[config.mk]
export PLATFORM = sky130hd
export DESIGN_NAME = deq_ctrl
export DESIGN_NICKNAME = d
export VERILOG_FILES = /design/src/rtl/deq_pkg.sv /design/src/rtl/deq_ctrl.sv
export SDC_FILE = /design/constraint.sdc
export NUM_CORES = 1
export LEC_CHECK = 0
export BUFFER_PORTS_ARGS = -buffer_cell sky130_fd_sc_hd__buf_2
export CORE_MARGIN = 5
export CORE_UTILIZATION = 40
export CTS_CLUSTER_DIAMETER = 60
export DETAILED_ROUTE_END_ITERATION = 12
export PLACE_DENSITY = 0.65
export SYNTH_ARGS = -nofsm -noshare
export SYNTH_HDL_FRONTEND = slang
export SYNTH_SLANG_ARGS = --single-unit
export TNS_END_PERCENT = 50
[constraint.sdc]
create_clock -name clock -period 3.06 [get_ports clock]
set_clock_uncertainty 0.05 [all_clocks]
set_input_delay 0.612 -clock clock [delete_from_list [all_inputs] [get_ports clock]]
set_output_delay 0.612 -clock clock [all_outputs]
set_load 0.01 [all_outputs]
[src/rtl/deq_pkg.sv]
`default_nettype none
// ----------------------------------------------------------------------------
// deq_pkg
// Shared types and constants for the double-ended queue unit: operation and
// status codes, default capacity and the pending-result record.
// ----------------------------------------------------------------------------
package deq_pkg;

   localparam int DEF_CAPACITY = 256;
   localparam int WORD_W       = 32;
   localparam int OP_W         = 3;
   localparam int STATUS_W     = 2;
   localparam int COUNT_OUT_W  = 9;

   typedef enum logic [OP_W-1:0] {
      OP_PUSH_FRONT = 3'd0,
      OP_PUSH_BACK  = 3'd1,
      OP_POP_FRONT  = 3'd2,
      OP_POP_BACK   = 3'd3,
      OP_CLEAR      = 3'd4
   } op_type;

   typedef enum logic [STATUS_W-1:0] {
      ST_DONE  = 2'd0,
      ST_EMPTY = 2'd1,
      ST_FULL  = 2'd2
   } status_type;

   // Result of one operation, held while the store read completes
   typedef struct packed {
      logic                   rd;
      status_type             status;
      logic [COUNT_OUT_W-1:0] count;
   } pend_type;

endpackage
`default_nettype wire

[src/rtl/deq_ctrl.sv]
`default_nettype none
// ----------------------------------------------------------------------------
// deq_ctrl
// Front/back index and count keeper. Decodes one operation per accepted
// beat, drives the store access and forms the pending result.
// ----------------------------------------------------------------------------
module deq_ctrl #(
   parameter int CAPACITY = deq_pkg::DEF_CAPACITY,
   localparam int IDX_W = $clog2(CAPACITY),
   localparam int CNT_W = $clog2(CAPACITY + 1)
) (
   input  wire logic                             clock,
   input  wire logic                             reset,
   input  wire logic                             accept,
   input  wire logic [deq_pkg::OP_W-1:0]         operation,
   input  wire logic signed [deq_pkg::WORD_W-1:0] push_value,
   output logic                                  mem_wr_en,
   output logic                                  mem_rd_en,
   output logic      [IDX_W-1:0]                 mem_addr,
   output logic      [deq_pkg::WORD_W-1:0]       mem_wr_data,
   output deq_pkg::pend_type                     pend
);

   localparam logic [IDX_W-1:0] LAST_IDX = IDX_W'(CAPACITY - 1);
   localparam logic [CNT_W-1:0] FULL_CNT = CNT_W'(CAPACITY);

   logic [IDX_W-1:0] front_ff, front_in;
   logic [IDX_W-1:0] back_ff, back_in;
   logic [CNT_W-1:0] count_ff, count_in;

   logic [IDX_W-1:0] front_prev, front_next, back_prev, back_next;
   logic             full, empty;
   logic             wr, rd;
   logic [IDX_W-1:0] addr;
   deq_pkg::status_type status;
   logic [CNT_W+deq_pkg::COUNT_OUT_W-1:0] count_wide;

   // Wrap the indices around the circular store
   assign front_prev = (front_ff == '0) ? LAST_IDX : front_ff - IDX_W'(1);
   assign front_next = (front_ff == LAST_IDX) ? '0 : front_ff + IDX_W'(1);
   assign back_prev  = (back_ff == '0) ? LAST_IDX : back_ff - IDX_W'(1);
   assign back_next  = (back_ff == LAST_IDX) ? '0 : back_ff + IDX_W'(1);

   assign full  = (count_ff == FULL_CNT);
   assign empty = (count_ff == '0);

   // Decode the operation
   always_comb begin
      front_in = front_ff;
      back_in  = back_ff;
      count_in = count_ff;
      wr       = 1'b0;
      rd       = 1'b0;
      addr     = front_ff;
      status   = deq_pkg::ST_DONE;
      case (deq_pkg::op_type'(operation))
         deq_pkg::OP_PUSH_FRONT: begin
            if (full) begin
               status = deq_pkg::ST_FULL;
            end else begin
               front_in = front_prev;
               addr     = front_prev;
               wr       = 1'b1;
               count_in = count_ff + CNT_W'(1);
            end
         end
         deq_pkg::OP_PUSH_BACK: begin
            if (full) begin
               status = deq_pkg::ST_FULL;
            end else begin
               addr     = back_ff;
               back_in  = back_next;
               wr       = 1'b1;
               count_in = count_ff + CNT_W'(1);
            end
         end
         deq_pkg::OP_POP_FRONT: begin
            if (empty) begin
               status = deq_pkg::ST_EMPTY;
            end else begin
               addr     = front_ff;
               front_in = front_next;
               rd       = 1'b1;
               count_in = count_ff - CNT_W'(1);
            end
         end
         deq_pkg::OP_POP_BACK: begin
            if (empty) begin
               status = deq_pkg::ST_EMPTY;
            end else begin
               back_in  = back_prev;
               addr     = back_prev;
               rd       = 1'b1;
               count_in = count_ff - CNT_W'(1);
            end
         end
         deq_pkg::OP_CLEAR: begin
            front_in = '0;
            back_in  = '0;
            count_in = '0;
         end
         default: begin
         end
      endcase
   end

   // Advance indices and count on an accepted beat
   always_ff @(posedge clock) begin
      if (reset) begin
         front_ff <= '0;
         back_ff  <= '0;
         count_ff <= '0;
      end else if (accept) begin
         front_ff <= front_in;
         back_ff  <= back_in;
         count_ff <= count_in;
      end
   end

   // Drive the store and the pending result
   assign count_wide  = {{deq_pkg::COUNT_OUT_W{1'b0}}, count_in};
   assign mem_wr_en   = accept && wr;
   assign mem_rd_en   = accept && rd;
   assign mem_addr    = addr;
   assign mem_wr_data = push_value;
   assign pend.rd     = rd;
   assign pend.status = status;
   assign pend.count  = count_wide[deq_pkg::COUNT_OUT_W-1:0];

endmodule
`default_nettype wire

==> flow_metrics.tcl, run 1 <==
set metrics [dict create \
    multi_input_area_mm2 0.00221 \
    syn_area_per_cell_um2 6.84 \
    root_buffer "clkbuf_8" \
    period_minus_slack_ns 2.98 \
    arrival_ns 2.32 \
    seqPwrFrac 0.306 \
    leakagePower_nw 1.28 \
    max_clock_freq_ghz 0.335 \
    cpMostUsedCell "or4_4" \
    drtAntennaViolNets 0 \
    ff_latch_area_um2 502 \
    ff2ff_setup_slack_ns 0.79 \
    relSlewSlack 0.473 \
    viasPerCell 6.44 \
    synth_edf_count 0 \
    critPathKind "reg -> out" \
    core_mm2 0.00773 \
    place.gp.congestion 0.988 \
    whs_path_depth 2 \
    std_cell_rows 32 \
    period_share 0.974 \
    cts_made_buffers 3 \
    die-area_mm2 0.00980 \
    yosysWarnings 0 \
    start_util 0.410 \
    die_y_um 99.0 \
    hpwl_mm 7.43 \
    crit_family "simple AND/OR/NAND/NOR gates" \
    grt_pass1_wl_mm 16.4 \
    wl_mm 10.1 \
    clkTransAtPathRegs_ns 0.10 \
    holdPathEnd "back_ff[0]" \
    ys_types 68 \
    synth_cells 463 \
    grt_usage 0.201 \
    cp-end-kind "output port" \
    worst-path-buf-inv 1 \
    internal_power_mw 0.689 \
    drtIter0Drc 369 \
    diodes 0 \
    crit_path_start_kind "flip-flop" \
    drv_slew 0 \
    cp.depth 5 \
    path_cells "or4_4 -> or4_4 -> a21oi_1 -> a221o_1 -> buf_2" \
    rr_endpoint "front_ff[3]" \
    drive_above_1_share 0.199 \
    cap_violations 0 \
    tightest_slew_ns 0.783 \
    power.share.switching 0.432 \
    final_area_mm2 0.00332 \
    power_switching_mw 0.524 \
    required_ns 2.40 \
    firstDrtPassIters 5 \
    outcome "completed" \
    hold_viol 0 \
    power-per-cell-area_mw_per_mm2 366 \
    clockPowerShare 0.182 \
    cts.path.max_buffers 2 \
    placed_area_mm2 0.00322 \
    cp_slowest_stage_delay_ns 0.57 \
    synth_ff_type "dfxtp_1" \
    io_pins 92 \
    hold_start "back_ff[0]" \
    rr_worst_depth 7 \
    power.total_mw 1.21 \
    fillers 837 \
    syn-num-nets 509 \
    area_delta_synth_final_pct 4.66 \
    clkLatencyLatePin_ns 0.29 \
    netlist.area_leader.share 0.158 \
    yosysSeqAreaShare 0.158 \
    comb_power_share 0.512 \
    rsz0062_at_grt "yes" \
    hp-class "reg -> reg" \
    synthTopCellsByArea "dfxtp_1 16%, buf_4 7.8%, a21oi_1 5.7%" \
    via_count 3569 \
    grt_start_max_net_pins 21 \
    cts_tree "yes" \
    antenna_found_initial 0 \
    htreeDepth 1 \
    die_w_um 99.0 \
    nets 499 \
    gr-total-overflow 0 \
    tns_ns 0 \
    synth_area_mm2 0.00317 \
    yosys.area.top_type "dfxtp_1" \
    ys_ff_latch 25 \
    drc 0 \
    setup_viol 0 \
    synth-async-reset-ratio 0 \
    reg2reg_from "count_ff[1]" \
    grt_pass1_vias 3333 \
    clock_sinks 25 \
    ir_worst_vdd_mv 0.187 \
    port_buffers 27 \
    slowest_stage "or4_4" \
    critPathMaxFanout 10 \
    cts_hold_buffers 0 \
    post_drt_wl_per_cell_um 18.2 \
]
cell type report:
class	instances	area share
flip-flops and latches	25	0.151
clock buffers	4	0.0136
multi-input cells	349	0.666
well taps	102	0.0385
repair buffers	59	0.113
inverters	15	0.0170
power by group through the flow:
stage	logic (mW)	registers, mW	clock network, mW
final	0.621	0.372	0.221
after global routing	0.678	0.375	0.236
after CTS	0.595	0.370	0.227
after detailed placement	0.590	0.377	0
after global placement	0.586	0.377	0
after floorplan	0.459	0.362	0
Yosys cell counts (3+ instances only):
cell type   n
o22ai_1     6
a32oi_1     4
a221o_1     4
o211ai_1    6
nor4_1      6
nor2_1     37
a31oi_1    16
a311oi_1    6
a21o_1      4
dfxtp_1    25
o21bai_1    4
nor3_1     20
nand2b_1    8
o31ai_1     3
or3_1       4
ha_1        8
clkbuf_8    3
buf_2       4
nor3b_1     4
nand3b_1    5
a22oi_1     4
o221a_2     3
or3b_2      3
a32o_1      3
o21ai_0    27
buf_4      33
clkbuf_1   30
nand3_1    20
nor2b_1     3
and3_1      5
inv_1      13
a21oi_1    36
xor2_1      3
o21a_1      5
xnor2_1     3
o221ai_1    4
nand4_1     7
nand2_1    37
o32ai_1     3
a211oi_1    6
layout by cell type, fill, tap and decap left out, types with 4 or more instances in the layout:
master	Yosys	final
o221ai_1	4	4
a22oi_1	4	4
o22ai_1	6	6
a221o_1	4	4
or3_1	4	4
nand3b_1	5	5
a21o_1	4	4
nand3_1	20	20
nand2b_1	8	8
o211ai_1	6	6
nor2_1	37	37
a31oi_1	16	15
buf_2	4	27
inv_1	13	12
nand4_1	7	7
buf_4	33	32
o21bai_1	4	4
a21oi_1	36	35
nor3_2	2	4
dfxtp_1	25	24
nand2_1	37	36
and3_1	5	5
o21ai_0	27	26
nor4_1	6	5
nor3_1	20	18
o21a_1	5	5
a311oi_1	6	6
a32oi_1	4	4
ha_1	8	6
nor3b_1	4	4
a211oi_1	6	6
worst reg2reg max path, delay by kind of cell (launching register included):
family | cells | cell delay (ns)
adders and majority gates | 1 | 0.16
AOI/OAI and AO/OA | 4 | 0.91
buffers and inverters | 1 | 0.10
and+or+nand+nor | 1 | 0.61
DFF | 1 | 0.33
through the flow:
step | utilization | worst slack, ns | std cells | hold slack, ns
after floorplan | - | 0.279 | 463 | 0.464
after global placement | 0.417 | 0.307 | 550 | 0.461
after detailed placement | 0.417 | 0.259 | 550 | 0.456
after CTS | 0.424 | 0.00810 | 554 | 0.471
after global routing | 0.429 | -0.00402 | 554 | 0.490
final | 0.429 | 0.0793 | 554 | 0.483
logic make-up after synthesis:
group,after synthesis,share of synthesized area
flip-flops,25,0.158
adder cells (fa/ha/maj),8,0.0316
AO/OA/AOI/OAI,160,0.341
XOR/XNOR,6,0.0166
AND/OR/NAND/NOR,172,0.282
multiplexers,3,0.0103
buffers and inverters,89,0.160
worst max-delay path by stage:
stage	from	end
after global routing	back_ff[3]	mem_addr[3]
after global placement	count_ff[4]	mem_addr[6]
after detailed placement	operation[1]	mem_addr[6]
after CTS	count_ff[1]	mem_addr[6]
after floorplan	count_ff[0]	pend[3]
final	back_ff[3]	mem_addr[3]
routing by layer:
layer  wire (µm)  part of all wire  vias up  GRT usage
met4         260             0.026        0     0.0683
met1        4340              0.43     1651      0.277
met5           0                 0        -          0
met3         880             0.087       26     0.0340
met2        4590              0.46      204      0.315
li1            -                 -     1688          -
what timing repair did:
| action | in CTS | in global routing |
|---|---|---|
| pin swaps | 1 | 0 |
| gates resized for setup | 2 | 11 |
| endpoints found under the setup margin | 4 | 9 |
| setup buffers | 0 | 0 |
state kept, by name, summed over array words and instances (netlist names):
signal / count
front_ff: 8
count_ff: 9
back_ff: 8
Note: power is estimated with default switching activity, not from simulation.
==> run 2: changes to the inputs <==
--- a/config.mk
+++ b/config.mk
@@ -6,11 +6,13 @@
 export NUM_CORES = 1
 export LEC_CHECK = 0
 export BUFFER_PORTS_ARGS = -buffer_cell sky130_fd_sc_hd__buf_2
+export CELL_PAD_IN_SITES_DETAIL_PLACEMENT = 0
+export CELL_PAD_IN_SITES_GLOBAL_PLACEMENT = 2
 export CORE_MARGIN = 5
-export CORE_UTILIZATION = 40
+export CORE_UTILIZATION = 28
 export CTS_CLUSTER_DIAMETER = 60
 export DETAILED_ROUTE_END_ITERATION = 12
-export PLACE_DENSITY = 0.65
+export PLACE_DENSITY = 0.82
 export SYNTH_ARGS = -nofsm -noshare
 export SYNTH_HDL_FRONTEND = slang
 export SYNTH_SLANG_ARGS = --single-unit
==> run 2 against run 1 <==
Sequential share of layout area fell by 0.63 points. Combinational power rose by 3.4%. Total power rose by 11%. Core utilization fell by 11 points.
==> flow_metrics.tcl, run 2 (synthesis gave the netlist of run 1 again) <==
set metrics [dict create \
    grt_pass1_wl_mm 17.8 \
    fillers 1218 \
    cap_violations 0 \
    endpoint "pend[1]" \
    rsz0062_at_grt "yes" \
    gr-total-overflow 0 \
    critPathKind "reg -> out" \
    post_drt_wl_per_cell_um 18.5 \
    die-area_mm2 0.0135 \
    drtAntennaViolNets 0 \
    worst-path-buf-inv 3 \
    required_ns 2.40 \
    via_count 3550 \
    cp_slowest_stage_delay_ns 0.66 \
    clkLatencyLatePin_ns 0.27 \
    grt_usage 0.163 \
    largest_reg_flops 9 \
    area_delta_synth_final_pct 8.97 \
    core_mm2 0.0110 \
    cts.path.max_buffers 2 \
    clkTransAtPathRegs_ns 0.08 \
    port_buffers 27 \
    drtIter0Drc 208 \
    firstDrtPassIters 5 \
    grt.met2_usage 0.258 \
    slowest_stage "or4b_2" \
    ff_latch_area_um2 500 \
    leakagePower_nw 1.34 \
    grt-busiest-layer "met2" \
    antenna_found_initial 0 \
    io_pins 92 \
    viasPerCell 5.93 \
    setup.worst_path.start "count_ff[1]" \
    diodes 0 \
    cp.depth 8 \
    hp-class "reg -> reg" \
    reg2reg_from "count_ff[1]" \
    grt_pass1_vias 3293 \
    finish.utilization 0.314 \
    dp_worst_setup_slack_ns 0.198 \
    fin_ws_ns 0.0724 \
    grt_start_max_net_pins 21 \
    critPathMaxFanout 4 \
    cp-end-kind "output port" \
    clock_sinks 25 \
    relSlewSlack 0.551 \
    period_share 0.976 \
    cts_made_buffers 3 \
    use_met1 0.238 \
    crit_family "simple AND/OR/NAND/NOR gates" \
    drive_above_1_share 0.207 \
    tns_ns 0 \
    multi_input_area_mm2 0.00221 \
    power.total_mw 1.34 \
    root_buffer "clkbuf_16" \
    die_y_um 116 \
    top_regs "count_ff (9), back_ff (8), front_ff (8)" \
    crit_path_start_kind "flip-flop" \
    arrival_ns 2.33 \
    setup_viol 0 \
    place.gp.congestion 0.922 \
    path_cells "inv_1 -> ha_1 -> or4b_2 -> nor2_4 -> buf_4 -> a31oi_1 -> a21oi_2 -> buf_2" \
    die_w_um 116 \
    holdWs_ns 0.480 \
    start_util 0.288 \
    layout_commonest_cell "buf_4" \
    outcome "completed" \
    std_cell_rows 38 \
    htreeDepth 1 \
    regMostFlops "count_ff" \
    ir_worst_vdd_mv 0.252 \
    drc 0 \
    max_clock_freq_ghz 0.335 \
    rr_worst_depth 7 \
    tightest_slew_ns 0.673 \
    drv_slew 0 \
    period_minus_slack_ns 2.99 \
    rr_endpoint "front_ff[3]" \
    grt.met3_usage 0.0254 \
    hpwl_mm 8.28 \
    cts_tree "yes" \
    ff2ff_setup_slack_ns 0.59 \
    nets 506 \
    power-per-cell-area_mw_per_mm2 389 \
    hold_viol 0 \
    wl_mm 11.1 \
    mostFrequentLayoutCells "39 x buf_4, 37 x nand2_1, 36 x nor2_1" \
]
-- run 2: cell types whose count changed in the layout (fill, tap and decap cells not counted), sizes merged --
cell / change
clkbuf: -1
clkinvlp: +1
buf: +7
-- run 2: layout make-up --
| class | count | area share |
|---|---|---|
| inverters | 15 | 0.0163 |
| flip-flops and latches | 25 | 0.145 |
| repair buffers | 66 | 0.124 |
| clock buffers | 3 | 0.0217 |
| multi-input cells | 349 | 0.640 |
| clock inverters | 1 | 0.00217 |
| well taps | 140 | 0.0507 |
-- run 2: metrics by stage --
stage          area (µm²)  std cells
2_1_floorplan        3170        463
3_3_place_gp         3320        595
3_5_place_dp         3320        595
4_1_cts              3410        599
5_1_grt              3450        599
6_report             3450        599
-- run 2: worst min path at each step --
stage	from	to	slack, ns	cells past startpoint
floorplan	back_ff[7]	back_ff[7]	0.46	2
global placement	back_ff[1]	back_ff[1]	0.43	2
detailed placement	back_ff[1]	back_ff[1]	0.46	2
CTS	back_ff[1]	back_ff[1]	0.48	2
global route	back_ff[1]	back_ff[1]	0.49	2
finish	back_ff[1]	back_ff[1]	0.48	2
-- run 2: power breakdown --
part	switching (mW)	leakage, nW	internal (mW)	total (mW)
sequential	0.0307	0.203	0.343	0.374
clock	0.148	0.0371	0.179	0.326
combinational	0.383	1.10	0.259	0.642
total	0.561	1.34	0.780	1.34
-- run 2: worst reg2reg max path, stage by stage, from the launching register on --
cell,delay [ns]
dfxtp_1,0.31
inv_1,0.11
ha_1,0.20
or4b_2,0.66
o21ai_1,0.29
a21oi_1,0.28
a32oi_1,0.36
o2bb2ai_1,0.11
-- run 2: per-layer routing --
metal	routed length, µm	share of wire
met5	0	0
met4	116	0.010
met3	906	0.082
met2	5000	0.45
met1	5070	0.46
-- run 2: timing repair --
| action | 4_1_cts | 5_1_grt |
|---|---|---|
| hold buffers | 0 | 0 |
| gates resized for setup | 3 | 7 |
| endpoints found under the setup margin | 2 | 10 |
| cloned | 0 | 0 |
| pin swaps | 0 | 1 |
| setup buffers | 0 | 0 |
